$ cat config.mk
export PLATFORM = sky130hd
export DESIGN_NAME = pcba_ram
export DESIGN_NICKNAME = d
export VERILOG_FILES = /design/src/hw/rtl/pow2_class_block_allocator_unit_assert.svh /design/src/hw/rtl/pcba_ram.sv
export SDC_FILE = /design/constraint.sdc
export NUM_CORES = 2
export LEC_CHECK = 0
export BUFFER_PORTS_ARGS = -buffer_cell sky130_fd_sc_hd__buf_2
export CAP_MARGIN = 10
export CORE_UTILIZATION = 50
export CTS_CLUSTER_DIAMETER = 80
export DETAILED_ROUTE_END_ITERATION = 10
export PLACE_DENSITY_LB_ADDON = 0.1
export SYNTH_ARGS = -nofsm -noshare
export SYNTH_HDL_FRONTEND = slang
export SYNTH_SLANG_ARGS = --single-unit
$ cat constraint.sdc
create_clock -name aclk -period 2.1 [get_ports aclk]
set_input_delay 0.21 -clock aclk [delete_from_list [all_inputs] [get_ports aclk]]
set_output_delay 0.21 -clock aclk [all_outputs]
set_load 0.01 [all_outputs]
$ cat src/hw/rtl/pow2_class_block_allocator_unit_assert.svh
// Assertion macros for the allocator RTL; pcba_ctrl includes them.
`ifndef POW2_CLASS_BLOCK_ALLOCATOR_UNIT_ASSERT_SVH
`define POW2_CLASS_BLOCK_ALLOCATOR_UNIT_ASSERT_SVH

// Checked property, disabled while reset is asserted.
`define PCBA_ASSERT(lbl, clk, rstn, prop) \
    lbl: assert property (@(posedge clk) disable iff (!rstn) (prop)) \
        else $error("pcba: assertion failed");

// Checked property that also holds during reset.
`define PCBA_ASSERT_ALWAYS(lbl, clk, prop) \
    lbl: assert property (@(posedge clk) (prop)) \
        else $error("pcba: assertion failed");

`endif

$ cat src/hw/rtl/pcba_ram.sv
// ----------------------------------------------------------------------------
// pcba_ram
// Generic simple dual-port RAM, one write port, one registered read port.
// ----------------------------------------------------------------------------
module pcba_ram #(
    parameter int WIDTH = 8,
    parameter int DEPTH = 256
) (
    input  logic                     aclk,
    input  logic                     we,
    input  logic [$clog2(DEPTH)-1:0] waddr,
    input  logic [WIDTH-1:0]         wdata,
    input  logic [$clog2(DEPTH)-1:0] raddr,
    output logic [WIDTH-1:0]         rdata
);

    logic [WIDTH-1:0] mem [DEPTH];

    always_ff @(posedge aclk) begin
        if (we) begin
            mem[waddr] <= wdata;
        end
        rdata <= mem[raddr];
    end

endmodule

==> impl_results.md <==
- Area Growth Syn to Fin: 19.37%
- EDFF count, synth: slightly above 2k
- Worst rel slew slack: roughly 42%
- Commonest non-fill, non-tap cell in the layout: edfxtp_1
- Horiz. Die Dim: 400.9 µm
- Layout cells sized above 1: between 30% and 40%
- Post-synth top flop: edfxtp_1
- Fin. max-slew vios: 0
- Clk Latency, worst-skew pair: about 0.84 ns
- Clk sinks: between 2k and 2.5k
- First-pass GRT wire length: 298700 µm
- Fin crit share: 109.1%
- Setup Buffers After CTS: 0
- GR Util met3: around 4.3%
- Syn avg cell area: approximately 21 µm²
- Nets: ~4.5k
- DRC errors left: 0
- Unique masters post-synth: 55
- Clock-pin slew on the worst setup and hold paths: around 0.06 ns
- Worst Setup Slack, final: -0.1907 ns
- Core Footprint: approximately 160000 µm²
- Most frequent cell on the critical path: mux4_2
- Worst Setup Start Kind: flop
- Vias after detailed routing: ~41k
- Largest net degree at the start of global routing: around 90
- Final Total Pwr: between 80 and 90 mW
- Endpoints failing setup: 8
- Number of DRC markers in iteration 0: approximately 4.4k
- Yosys warns: 0
- Total negative setup slack: -0.8932 ns
- DIE HEIGHT: roughly 400 µm
- Hold crit path type: in -> reg
- Ys async rst share: 0%
- Critical-path cell list: mux4_2, mux4_2, nor2b_4, nor4_4, buf_4, nor4_2
- Critical path data arrival time: about 3.0 ns
- Synthesized cell area: roughly 80000 µm²
- I/O Buffers: 33
- RD Place Congestion: 0.8874
- Final Hold Violating Endpoints: 0
- CP max FO: 1
- Worst slew pin tran: just under 0.9 ns
- Initial Util: 50.29%
- DRT Pass-1 Iters: 5
- GR Util met1: between 30% and 40%
- Slowest cell on crit path: mux4_2
- Max-Cap Viols: 0
- Sequential share of the synthesized area: 77.50%
- #FFs+latches synth: between 2k and 2.5k
- Congestion Overflow GR: 0
- Die area: between 150000 and 200000 µm²
- RSZ-0062 raised after global routing: true
- GRT Overall Usage: between 20 and 30%
- Routed Antenna Nets: 0
- Leakage Power: 31.01 nW
- Post-Syn Instances: 3733
- Failing checks: negative setup slack
- Dpl hpwl: ~140000 µm
- Longest Clk Path Bufs: 3
- Slowest stage delay, CP: 0.56 ns
- Min cycle time layout: around 2.3 ns
- Finished Layout Cells: a little under 7k
- Vias in the first global route: 42.44k
- Syn nets: 3759
- CTS tree: yes
- Peak supply drop: between 0.8 and 0.9 mV
- CTS root buffer: clkbuf_16
- Initial antenna violation count: 12
- Critical path class: reg -> reg
- Max frequency: between 400 and 500 MHz
- Commonest non-fill, non-tap cells in the layout: edfxtp_1, buf_4, mux4_2
- Placed insts: approximately 6.3k
- Wirelength per Cell: ~31 µm
- Busiest grt layer: met2
- Routed WL: between 200000 and 250000 µm
- Crit. End Element: flop
- Worst Path Required: ~2.8 ns
- Outcome: finished with violations
- Core Rows: 146
- IO Pins: 34
- Vias/cell: between 6 and 7
- Met2 global-route usage: around 41%
- Worst Clk Skew: roughly 0.020 ns
- Htree depth: 4
- PwrDens: roughly 900 nW/µm²
- Clock buffer count from CTS: around 210
## critical path, delay by kind of cell (launching register included)
family	cells	cell delay (ns)
AND/OR/NAND/NOR	3	0.53
flip-flops	1	0.37
multiplexers	2	1.08
buffers and inverters	1	0.19
## power by group
part	leakage, nW	internal, mW	switching (mW)
clock network	3.30	21.3	15.4
registers	18.5	45.2	0.0691
logic	9.24	2.04	2.92
## what timing repair did
action / in CTS / in global routing
gates resized for setup: 44 / 11
hold buffers: 7 / 0
pin swaps: 21 / 6
hold endpoints to repair: 223 / 0
endpoints found under the setup margin: 8 / 8
## metal layers
metal	wire length [µm]	vias to the layer above	share of wire [%]
li1	-	17210	-
met1	85200	21800	41
met5	51	-	0.025
met3	16080	298	7.8
met2	99180	1687	48
met4	5413	8	2.6
## logic make-up (layout without fill, tap and decap cells)
group / after synthesis / after routing / share of synthesized area [%]
DFF: 2056 / 2056 / 77.50
muxes: 591 / 591 / 14.62
and+or+nand+nor: 466 / 466 / 2.628
AOI/OAI and AO/OA: 385 / 385 / 3.419
buffers and inverters: 235 / 1149 / 1.831
other: 0 / 4 / 0
## cell usage after synthesis (all sizes together) (28+ instances only)
cell type,number,area share [%]
a21oi,96,0.60
a22oi,133,1.3
buf,122,1.3
clkbuf,111,0.52
edfxtp,2048,77
mux2i,134,1.7
mux4,456,13
nand2,33,0.16
nand3,34,0.21
nor2,282,1.3
nor2b,31,0.24
o221ai,47,0.53
o22ai,28,0.22
## registers in the layout (all words and copies together) (netlist names)
name,flops
rdata,8
mem,2048
## final timing paths
kind,startpoint,to,slack [ns],cells past startpoint
worst min register to register,mem[36][6],rdata[6],0.98,5
worst max-delay path,mem[83][7],rdata[7],-0.19,6
worst max register to register,mem[83][7],rdata[7],-0.19,6
worst min-delay path,wdata[5],mem[161][5],0.10,1
## area by class of cell
| type | count | area (µm²) |
|---|---|---|
| Antenna cell | 4 | 10.01 |
| Clock buffer | 244 | 5404 |
| Inverter | 2 | 7.507 |
| Sequential cell | 2056 | 61660 |
| Fill cell | 11200 | 63230 |
| Clock inverter | 136 | 1384 |
| Multi-Input combinational cell | 1442 | 16800 |
| Tap cell | 2072 | 2592 |
| Timing Repair Buffer | 767 | 7114 |
## per-stage QoR
| stage | instance area (µm²) | utilization, % | hold WS [ns] | worst slack (ns) |
|---|---|---|---|---|
| 2_1_floorplan | 79590 | - | 0.3089 | 0.008132 |
| 6_report | 94970 | 60.03 | 0.1032 | -0.1907 |
| 4_1_cts | 94900 | 59.99 | 0.05468 | -0.2133 |
| 3_3_place_gp | 87800 | 55.50 | 0.6416 | -1.431 |
| 5_1_grt | 94960 | 60.03 | 0.1078 | -0.1922 |
| 3_5_place_dp | 87800 | 55.50 | 0.6442 | -1.384 |
(Power assumes the default switching activity.)
