--- src/hw/rtl/pow2_class_block_allocator_unit_assert.svh ---
// Assertion macros for the allocator RTL; pcba_ctrl includes them.
`ifndef POW2_CLASS_BLOCK_ALLOCATOR_UNIT_ASSERT_SVH
`define POW2_CLASS_BLOCK_ALLOCATOR_UNIT_ASSERT_SVH

// Checked property, disabled while reset is asserted.
`define PCBA_ASSERT(lbl, clk, rstn, prop) \
    lbl: assert property (@(posedge clk) disable iff (!rstn) (prop)) \
        else $error("pcba: assertion failed");

// Checked property that also holds during reset.
`define PCBA_ASSERT_ALWAYS(lbl, clk, prop) \
    lbl: assert property (@(posedge clk) (prop)) \
        else $error("pcba: assertion failed");

`endif

--- src/hw/rtl/pcba_pkg.sv ---
// ----------------------------------------------------------------------------
// pcba_pkg
// Shared constants for the power-of-two class block allocator.
// ----------------------------------------------------------------------------
package pcba_pkg;

    // default geometry
    localparam int NUM_CLASSES_DEF   = 16;
    localparam int MIN_BLOCK_LOG_DEF = 5;
    localparam int ARENA_LOG_DEF     = 20;
    localparam int MAX_ARENAS_DEF    = 4;
    localparam int HEADER_BYTES_DEF  = 8;

    // fixed field widths
    localparam int REQ_W    = 24;
    localparam int ADDR_W   = 22;
    localparam int CLS_W    = 4;
    localparam int STAT_W   = 2;
    localparam int LIMIT_W  = 3;
    localparam int LIMIT_RST = 4;

    // command codes
    localparam logic CMD_ALLOC = 1'b0;
    localparam logic CMD_FREE  = 1'b1;

    // status codes
    localparam logic [STAT_W-1:0] STAT_ALLOCATED = 2'd0;
    localparam logic [STAT_W-1:0] STAT_FREED     = 2'd1;
    localparam logic [STAT_W-1:0] STAT_TOO_LARGE = 2'd2;
    localparam logic [STAT_W-1:0] STAT_NO_MEMORY = 2'd3;

endpackage

--- src/hw/rtl/pcba_ctrl.sv ---
// ----------------------------------------------------------------------------
// pcba_ctrl
// Sequencer for allocate and free: class heads, split cascade, memory
// read-modify-write and the result register.
// ----------------------------------------------------------------------------
`include "pow2_class_block_allocator_unit_assert.svh"

module pcba_ctrl #(
    parameter int NUM_CLASSES   = pcba_pkg::NUM_CLASSES_DEF,
    parameter int MIN_BLOCK_LOG = pcba_pkg::MIN_BLOCK_LOG_DEF,
    parameter int ARENA_LOG     = pcba_pkg::ARENA_LOG_DEF,
    parameter int MAX_ARENAS    = pcba_pkg::MAX_ARENAS_DEF,
    parameter int HEADER_BYTES  = pcba_pkg::HEADER_BYTES_DEF,
    localparam int GRANULES = MAX_ARENAS << (ARENA_LOG - MIN_BLOCK_LOG),
    localparam int GW  = $clog2(GRANULES),
    localparam int HW  = GW + 1,
    localparam int CW  = $clog2(NUM_CLASSES)
) (
    input  logic                          aclk,
    input  logic                          aresetn,
    input  logic [pcba_pkg::LIMIT_W-1:0]  arena_limit,
    // input item
    input  logic                          s_tvalid,
    output logic                          s_tready,
    input  logic                          s_cmd,
    input  logic [pcba_pkg::REQ_W-1:0]    s_req,
    input  logic [pcba_pkg::ADDR_W-1:0]   s_addr,
    // result item
    output logic                          m_tvalid,
    input  logic                          m_tready,
    output logic [pcba_pkg::ADDR_W-1:0]   m_addr,
    output logic [pcba_pkg::CLS_W-1:0]    m_cls,
    output logic [pcba_pkg::STAT_W-1:0]   m_stat,
    // link memory
    output logic                          lnk_we,
    output logic [GW-1:0]                 lnk_waddr,
    output logic [HW-1:0]                 lnk_wdata,
    output logic [GW-1:0]                 lnk_raddr,
    input  logic [HW-1:0]                 lnk_rdata,
    // class memory
    output logic                          cls_we,
    output logic [GW-1:0]                 cls_waddr,
    output logic [CW-1:0]                 cls_wdata,
    output logic [GW-1:0]                 cls_raddr,
    input  logic [CW-1:0]                 cls_rdata
);

    localparam int TOT_W  = 34;
    localparam int FG_W   = pcba_pkg::ADDR_W - MIN_BLOCK_LOG;
    localparam int AU_W   = $clog2(MAX_ARENAS + 1);
    localparam logic [CW-1:0] TOP = CW'(NUM_CLASSES - 1);

    localparam logic [3:0] S_IDLE    = 4'd0;
    localparam logic [3:0] S_CALC    = 4'd1;
    localparam logic [3:0] S_FREE_RD = 4'd2;
    localparam logic [3:0] S_FREE_WR = 4'd3;
    localparam logic [3:0] S_POP_RD  = 4'd4;
    localparam logic [3:0] S_POP_WR  = 4'd5;
    localparam logic [3:0] S_SPLIT   = 4'd6;
    localparam logic [3:0] S_FIN_RD  = 4'd7;
    localparam logic [3:0] S_FIN_WR  = 4'd8;
    localparam logic [3:0] S_DONE    = 4'd9;

    logic [3:0]                    state_reg, state_next;
    logic [HW-1:0]                 heads_reg [NUM_CLASSES];
    logic [HW-1:0]                 heads_next [NUM_CLASSES];
    logic [AU_W-1:0]               used_reg, used_next;
    logic                          cmd_reg, cmd_next;
    logic [pcba_pkg::REQ_W-1:0]    req_reg, req_next;
    logic [pcba_pkg::ADDR_W-1:0]   addr_reg, addr_next;
    logic [CW-1:0]                 k_reg, k_next;
    logic [CW-1:0]                 lvl_reg, lvl_next;
    logic [GW-1:0]                 blk_reg, blk_next;
    logic [pcba_pkg::ADDR_W-1:0]   res_addr_reg, res_addr_next;
    logic [CW-1:0]                 res_cls_reg, res_cls_next;
    logic [pcba_pkg::STAT_W-1:0]   res_stat_reg, res_stat_next;
    logic                          mv_reg, mv_next;
    logic [pcba_pkg::ADDR_W-1:0]   ma_reg, ma_next;
    logic [CW-1:0]                 mc_reg, mc_next;
    logic [pcba_pkg::STAT_W-1:0]   ms_reg, ms_next;

    logic [CW-1:0]                 hd_addr;
    logic [HW-1:0]                 hd_rd;
    logic [NUM_CLASSES-1:0]        hd_valid;
    logic [TOT_W-1:0]              total;
    logic                          too_large;
    logic [CW-1:0]                 k_calc;
    logic [CW-1:0]                 j_calc;
    logic                          j_found;
    logic [AU_W-1:0]               limit;
    logic [FG_W-1:0]               free_gran;
    logic                          free_oob;
    logic [GW-1:0]                 arena_gran;
    logic [GW-1:0]                 half_gran;
    logic [CW-1:0]                 free_cls;
    logic                          out_free;

    // head read port and valid bits
    assign hd_rd = heads_reg[hd_addr];
    always_comb begin
        for (int c = 0; c < NUM_CLASSES; c++) begin
            hd_valid[c] = heads_reg[c][HW-1];
        end
    end

    // request sizing
    assign total = TOT_W'(req_reg) + TOT_W'(HEADER_BYTES);
    assign too_large = total > (TOT_W'(1) << (NUM_CLASSES - 1 + MIN_BLOCK_LOG));
    always_comb begin
        k_calc = '0;
        for (int c = 0; c < NUM_CLASSES - 1; c++) begin
            if ((TOT_W'(1) << (c + MIN_BLOCK_LOG)) < total) begin
                k_calc = CW'(c + 1);
            end
        end
    end

    // nearest non-empty class at or above the request
    always_comb begin
        j_calc  = TOP;
        j_found = 1'b0;
        for (int c = NUM_CLASSES - 1; c >= 0; c--) begin
            if (CW'(c) >= k_calc && hd_valid[c]) begin
                j_calc  = CW'(c);
                j_found = 1'b1;
            end
        end
    end

    assign limit = (32'(arena_limit) < 32'(MAX_ARENAS)) ? AU_W'(arena_limit)
                                                      : AU_W'(MAX_ARENAS);
    assign free_gran  = addr_reg[pcba_pkg::ADDR_W-1:MIN_BLOCK_LOG];
    assign free_oob   = 32'(free_gran) >= 32'(GRANULES);
    assign arena_gran = GW'(used_reg) << (ARENA_LOG - MIN_BLOCK_LOG);
    assign half_gran  = GW'(1) << (lvl_reg - CW'(1));
    assign free_cls   = (cls_rdata > TOP) ? TOP : cls_rdata;
    assign out_free   = !mv_reg || m_tready;

    assign s_tready = (state_reg == S_IDLE);
    assign m_tvalid = mv_reg;
    assign m_addr   = ma_reg;
    assign m_cls    = pcba_pkg::CLS_W'(mc_reg);
    assign m_stat   = ms_reg;

    // sequencer
    always_comb begin
        state_next    = state_reg;
        heads_next    = heads_reg;
        used_next     = used_reg;
        cmd_next      = cmd_reg;
        req_next      = req_reg;
        addr_next     = addr_reg;
        k_next        = k_reg;
        lvl_next      = lvl_reg;
        blk_next      = blk_reg;
        res_addr_next = res_addr_reg;
        res_cls_next  = res_cls_reg;
        res_stat_next = res_stat_reg;
        hd_addr       = lvl_reg;
        lnk_we        = 1'b0;
        lnk_waddr     = blk_reg;
        lnk_wdata     = hd_rd;
        lnk_raddr     = hd_rd[GW-1:0];
        cls_we        = 1'b0;
        cls_waddr     = blk_reg;
        cls_wdata     = k_reg;
        cls_raddr     = GW'(free_gran);
        mv_next       = mv_reg && !m_tready;
        ma_next       = ma_reg;
        mc_next       = mc_reg;
        ms_next       = ms_reg;

        case (state_reg)
            S_IDLE: begin
                if (s_tvalid) begin
                    cmd_next   = s_cmd;
                    req_next   = s_req;
                    addr_next  = s_addr;
                    state_next = (s_cmd == pcba_pkg::CMD_FREE) ? S_FREE_RD : S_CALC;
                end
            end
            S_CALC: begin
                k_next  = k_calc;
                hd_addr = TOP;
                if (too_large) begin
                    res_addr_next = '0;
                    res_cls_next  = '0;
                    res_stat_next = pcba_pkg::STAT_TOO_LARGE;
                    state_next    = S_DONE;
                end else if (j_found) begin
                    lvl_next   = j_calc;
                    state_next = (j_calc == k_calc) ? S_FIN_RD : S_POP_RD;
                end else if (used_reg >= limit) begin
                    res_addr_next = '0;
                    res_cls_next  = k_calc;
                    res_stat_next = pcba_pkg::STAT_NO_MEMORY;
                    state_next    = S_DONE;
                end else begin
                    // claim a fresh arena onto the top class
                    lnk_we          = 1'b1;
                    lnk_waddr       = arena_gran;
                    lnk_wdata       = hd_rd;
                    heads_next[TOP] = {1'b1, arena_gran};
                    used_next       = used_reg + AU_W'(1);
                    lvl_next        = TOP;
                    state_next      = (TOP == k_calc) ? S_FIN_RD : S_POP_RD;
                end
            end
            S_FREE_RD: begin
                res_addr_next = pcba_pkg::ADDR_W'({free_gran, {MIN_BLOCK_LOG{1'b0}}});
                res_cls_next  = '0;
                res_stat_next = pcba_pkg::STAT_FREED;
                state_next    = free_oob ? S_DONE : S_FREE_WR;
            end
            S_FREE_WR: begin
                // push the freed block onto its recorded class
                hd_addr              = free_cls;
                lnk_we               = 1'b1;
                lnk_waddr            = GW'(free_gran);
                lnk_wdata            = hd_rd;
                heads_next[free_cls] = {1'b1, GW'(free_gran)};
                res_cls_next         = free_cls;
                state_next           = S_DONE;
            end
            S_POP_RD: begin
                hd_addr    = lvl_reg;
                lnk_raddr  = hd_rd[GW-1:0];
                blk_next   = hd_rd[GW-1:0];
                state_next = S_POP_WR;
            end
            S_POP_WR: begin
                // pop, then push the upper half one class down
                heads_next[lvl_reg]          = lnk_rdata;
                lnk_we                       = 1'b1;
                lnk_waddr                    = blk_reg + half_gran;
                lnk_wdata                    = '0;
                heads_next[lvl_reg - CW'(1)] = {1'b1, blk_reg + half_gran};
                state_next                   = S_SPLIT;
            end
            S_SPLIT: begin
                // lower half goes on top
                lnk_we                       = 1'b1;
                lnk_waddr                    = blk_reg;
                lnk_wdata                    = {1'b1, blk_reg + half_gran};
                heads_next[lvl_reg - CW'(1)] = {1'b1, blk_reg};
                lvl_next                     = lvl_reg - CW'(1);
                state_next = ((lvl_reg - CW'(1)) == k_reg) ? S_FIN_RD : S_POP_RD;
            end
            S_FIN_RD: begin
                hd_addr    = k_reg;
                lnk_raddr  = hd_rd[GW-1:0];
                blk_next   = hd_rd[GW-1:0];
                state_next = S_FIN_WR;
            end
            S_FIN_WR: begin
                heads_next[k_reg] = lnk_rdata;
                cls_we            = 1'b1;
                cls_waddr         = blk_reg;
                cls_wdata         = k_reg;
                res_addr_next     = pcba_pkg::ADDR_W'({blk_reg, {MIN_BLOCK_LOG{1'b0}}});
                res_cls_next      = k_reg;
                res_stat_next     = pcba_pkg::STAT_ALLOCATED;
                state_next        = S_DONE;
            end
            S_DONE: begin
                if (out_free) begin
                    mv_next    = 1'b1;
                    ma_next    = res_addr_reg;
                    mc_next    = res_cls_reg;
                    ms_next    = res_stat_reg;
                    state_next = S_IDLE;
                end
            end
            default: begin
                state_next = S_IDLE;
            end
        endcase
    end

    // control registers
    always_ff @(posedge aclk) begin
        if (!aresetn) begin
            state_reg <= S_IDLE;
            used_reg  <= '0;
            mv_reg    <= 1'b0;
            for (int c = 0; c < NUM_CLASSES; c++) begin
                heads_reg[c] <= '0;
            end
        end else begin
            state_reg <= state_next;
            used_reg  <= used_next;
            mv_reg    <= mv_next;
            heads_reg <= heads_next;
        end
    end

    // payload registers
    always_ff @(posedge aclk) begin
        cmd_reg      <= cmd_next;
        req_reg      <= req_next;
        addr_reg     <= addr_next;
        k_reg        <= k_next;
        lvl_reg      <= lvl_next;
        blk_reg      <= blk_next;
        res_addr_reg <= res_addr_next;
        res_cls_reg  <= res_cls_next;
        res_stat_reg <= res_stat_next;
        ma_reg       <= ma_next;
        mc_reg       <= mc_next;
        ms_reg       <= ms_next;
    end

    // checks
    `PCBA_ASSERT(a_used_bound, aclk, aresetn, used_reg <= AU_W'(MAX_ARENAS))
    `PCBA_ASSERT(a_pop_nonempty, aclk, aresetn, (state_reg == S_POP_RD) |-> hd_valid[lvl_reg])
    `PCBA_ASSERT(a_fin_nonempty, aclk, aresetn, (state_reg == S_FIN_RD) |-> hd_valid[k_reg])
    `PCBA_ASSERT(a_done_emits, aclk, aresetn, (state_reg == S_DONE && out_free) |=> m_tvalid)
    `PCBA_ASSERT(a_free_cmd, aclk, aresetn, (state_reg == S_FREE_WR) |-> (cmd_reg == pcba_pkg::CMD_FREE))

endmodule

--- config.mk ---
export PLATFORM = sky130hd
export DESIGN_NAME = pcba_ctrl
export DESIGN_NICKNAME = d
export VERILOG_FILES = /design/src/hw/rtl/pcba_pkg.sv /design/src/hw/rtl/pcba_ctrl.sv
export VERILOG_INCLUDE_DIRS = /design/src /design/src/hw/rtl
export SDC_FILE = /design/constraint.sdc
export NUM_CORES = 2
export LEC_CHECK = 0
export BUFFER_PORTS_ARGS = -buffer_cell sky130_fd_sc_hd__buf_2
export CAP_MARGIN = 20
export CELL_PAD_IN_SITES_DETAIL_PLACEMENT = 1
export CELL_PAD_IN_SITES_GLOBAL_PLACEMENT = 1
export CORE_MARGIN = 8
export CORE_UTILIZATION = 40
export DETAILED_ROUTE_END_ITERATION = 8
export PLACE_DENSITY = 0.72
export SYNTH_ARGS = -nofsm -noshare
export SYNTH_HDL_FRONTEND = slang
export SYNTH_SLANG_ARGS = --single-unit
--- constraint.sdc ---
create_clock -name aclk -period 7.6 [get_ports aclk]
set_input_delay 1.52 -clock aclk [delete_from_list [all_inputs] [get_ports aclk]]
set_output_delay 1.52 -clock aclk [all_outputs]
set_load 0.01 [all_outputs]
==> impl_metrics.env <==
export IMPL_clock_latency_ps=670
export IMPL_die_y_um=309.4
export IMPL_most_common_layout_cells="nand2_1, a21oi_1, mux2i_1, dfxtp_1, a221oi_1"
export IMPL_crit_fanout=11
export IMPL_vias=41570
export IMPL_min_from="res_addr_reg[19]$_DFFE_PP_"
export IMPL_worst_r2r_setup_slack_ps=1750
export IMPL_cp_top_family="compound AO/OA/AOI/OAI gates"
export IMPL_synth_compound_area_share_pct=33.84
export IMPL_finalSetupTns_ps=0
export IMPL_yosys_area_share_xor_xnor_pct=0.9665
export IMPL_route_detailed_drc=0
export IMPL_avgSynthCellArea_um2=7.302
export IMPL_cp_start_kind="flip-flop"
export IMPL_min_period_ps=7529
export IMPL_vias_per_cell=7.152
export IMPL_internal_power_w=0.006335
export IMPL_synth_adder_area_share_pct=1.148
export IMPL_ys_ff_latch=408
export IMPL_grt_max_degree=162
export IMPL_slew_violations=0
export IMPL_port_buffers=187
export IMPL_crit_chain="buf_4 > inv_1 > ha_2 > xnor2_2 > and2_1 > nand2_1 > inv_2 > ha_1 > a21oi_1 > o21bai_1 > a21oi_1 > o21ai_0 > a211oi_1 > or2_2 > o2111ai_1 > a21oi_1 > xnor2_2 > buf_4 > a22o_1 > buf_2"
export IMPL_whs_ps=418.0
export IMPL_clock_sinks=408
export IMPL_grt_pass1_vias=40060
export IMPL_r2r_start="lvl_reg[1]$_DFFE_PP_"
export IMPL_finalPower_w=0.01198
export IMPL_p_sw_w=0.005647
export IMPL_finalWirelength_mm=183.3
export IMPL_synthToLayoutAreaGrowth_pct=11.77
export IMPL_power_frac_comb_pct=46.6
export IMPL_crit_path_frequent_cell="a21oi_1"
export IMPL_synth_edf_count=112
export IMPL_pwr_density_cell_mw_per_mm2=311.3
export IMPL_ys_warn_count=0
export IMPL_crit_path_end_kind="output pin"
export IMPL_finalWeightedCongestion=0.9633
export IMPL_yosys_area_share_simple_pct=19.84
export IMPL_synth_mux_area_share_pct=10.62
export IMPL_antenna_found_initial=5
export IMPL_ant_nets=0
export IMPL_ys_flop_type="dfxtp_1"
export IMPL_fin_skew_ps=40.70
export IMPL_power_share_clock_pct=23.0
export IMPL_grtUsageTotal_pct=36.29
export IMPL_die_area_mm2=0.09573
export IMPL_drive_gt1_share_pct=11.98
export IMPL_fin_util_pct=45.13
export IMPL_grt_remaining_overflow=0
export IMPL_ctsHoldBuffers=0
export IMPL_post_cts_buffers=0
export IMPL_max_cap_violations=0
export IMPL_p_leak_nw=14.27
export IMPL_cpPeakStageDelay_ps=550
export IMPL_holdPathStages=0
export IMPL_fin_nets=4725
export IMPL_hold_viol=0
export IMPL_dp_final_hpwl_mm=120.1
export IMPL_cts_root_buffer="clkbuf_16"
export IMPL_firstDrtPassIters=8
export IMPL_grt_pass1_wl_mm=267.0
export IMPL_h_tree_depth=2
export IMPL_ir_drop_mv=0.2284
export IMPL_numPlacedInstances=5702
export IMPL_detail_route_wl_per_cell_um=31.54
export IMPL_cts_buffer_depth=3
export IMPL_worstRegToRegCells=22
export IMPL_p_sw_share_pct=47.13
export IMPL_core_area_mm2=0.08528
export IMPL_crit_path_top_delay_cell="o21ai_0"
export IMPL_mostFrequentLayoutCell="nand2_1"
export IMPL_fin_crit_sh_pct=99.07
export IMPL_tightest_slew_ps=1227
export IMPL_drt_iter0_drc=5724
export IMPL_worstHoldEndpoint="m_addr[19]$_DFFE_PP_"
export IMPL_syn_area_mm2=0.03443
export IMPL_outcome="finished clean"
export IMPL_relSlewSlack_pct=17.78
export IMPL_cp_required_ps=6080
export IMPL_ios=198
export IMPL_rows=107
export IMPL_cts_tree="built"
export IMPL_setup_viol=0
export IMPL_yosysSeqAreaShare_pct=26.98
export IMPL_worst_setup_path_type="flip-flop to output pin"
export IMPL_die_w_um=309.4
export IMPL_layoutNonFillerInstCount=5812
export IMPL_rsz0062_at_grt="false"
export IMPL_cp_arrival_ps=6010
export IMPL_critPathBufInv=5
export IMPL_seqPwrFrac_pct=30.4
export IMPL_ys_types=99
export IMPL_min_path_type="flip-flop to flip-flop"
export IMPL_start_util_pct=40.38
export IMPL_clk_pin_slew_ps=60
export IMPL_synth_top_family_by_area="compound AO/OA/AOI/OAI gates"
export IMPL_clock_fmax_mhz=132.8
export IMPL_cts_buffers=55
export IMPL_netlist_instances=4716
export IMPL_async_flop_share_pct=0
final cells by class:
cell class,instances,area [µm²]
Antenna cell,3,7.507
Inverter,53,203.9
Tap cell,1144,1431
Fill cell,10550,46790
Multi-Input combinational cell,3726,23230
Clock inverter,29,295.3
Timing Repair Buffer,374,2482
Clock buffer,75,1543
Sequential cell,408,9289
power by group through the flow:
| stage | sequential (W) | combinational [W] | clock (W) |
|---|---|---|---|
| floorplan | 0.00340 | 0.00340 | 0 |
| global placement | 0.00362 | 0.00519 | 0 |
| detailed placement | 0.00365 | 0.00534 | 0 |
| CTS | 0.00361 | 0.00537 | 0.00278 |
| global route | 0.00372 | 0.00587 | 0.00285 |
| finish | 0.00365 | 0.00558 | 0.00275 |
metal layers:
| metal | wire length (µm) | global-route usage, % | vias to the layer above |
|---|---|---|---|
| li1 | - | - | 17550 |
| met4 | 13910 | 24.86 | 2 |
| met5 | 13 | 0 | - |
| met2 | 78620 | 55.23 | 2767 |
| met3 | 20960 | 8.132 | 791 |
| met1 | 69790 | 45.62 | 20460 |
worst max-delay path by stage:
stage,slack [ps],cells past startpoint,from,end
after global placement,760,17,req_reg[3]$_DFFE_PP_,lnk_waddr[0]
after floorplan,1470,22,lvl_reg[0]$_DFFE_PP_,lnk_waddr[16]
after CTS,0.7,15,req_reg[3]$_DFFE_PP_,lnk_waddr[0]
after global routing,5,20,lvl_reg[1]$_DFFE_PP_,lnk_wdata[16]
final,70,20,lvl_reg[1]$_DFFE_PP_,lnk_wdata[16]
after detailed placement,620,17,req_reg[3]$_DFFE_PP_,lnk_waddr[0]
metrics by stage:
step                      setup slack (ps)  instance area (µm²)
final                                70.86                38490
after global routing                 5.293                38480
after CTS                           0.7434                38340
after detailed placement             623.6                36490
after global placement               758.2                36480
after floorplan                       1472                34450
synth_stat cells, drive strengths merged, types with 70 or more instances:
library cell	number	area, µm²
edfxtp	112	3363
a211oi	160	1206
nor2	275	1040
mux2i	363	3633
buf	70	335.3
a221oi	295	2590
and2	90	563.0
a311oi	86	759.5
o21ai	290	1455
nand2	872	3273
a21oi	466	2336
nand3	161	805.8
dfxtp	296	5926
clkbuf	463	1738
a31oi	85	538.0
o211ai	74	565.5
cells by family after synthesis:
family                   count (synthesis)
AO/OA/AOI/OAI                         1711
AND/OR/NAND/NOR                       1576
buffers and inverters                  586
flip-flops                             408
multiplexers                           365
XOR/XNOR                                38
adder cells (fa/ha/maj)                 31
other                                    1
what timing repair did:
item | CTS | global route
endpoints found under the setup margin | 16 | 18
gates cloned | 0 | 0
resized for setup | 2 | 14
(Power assumes the default switching activity.)
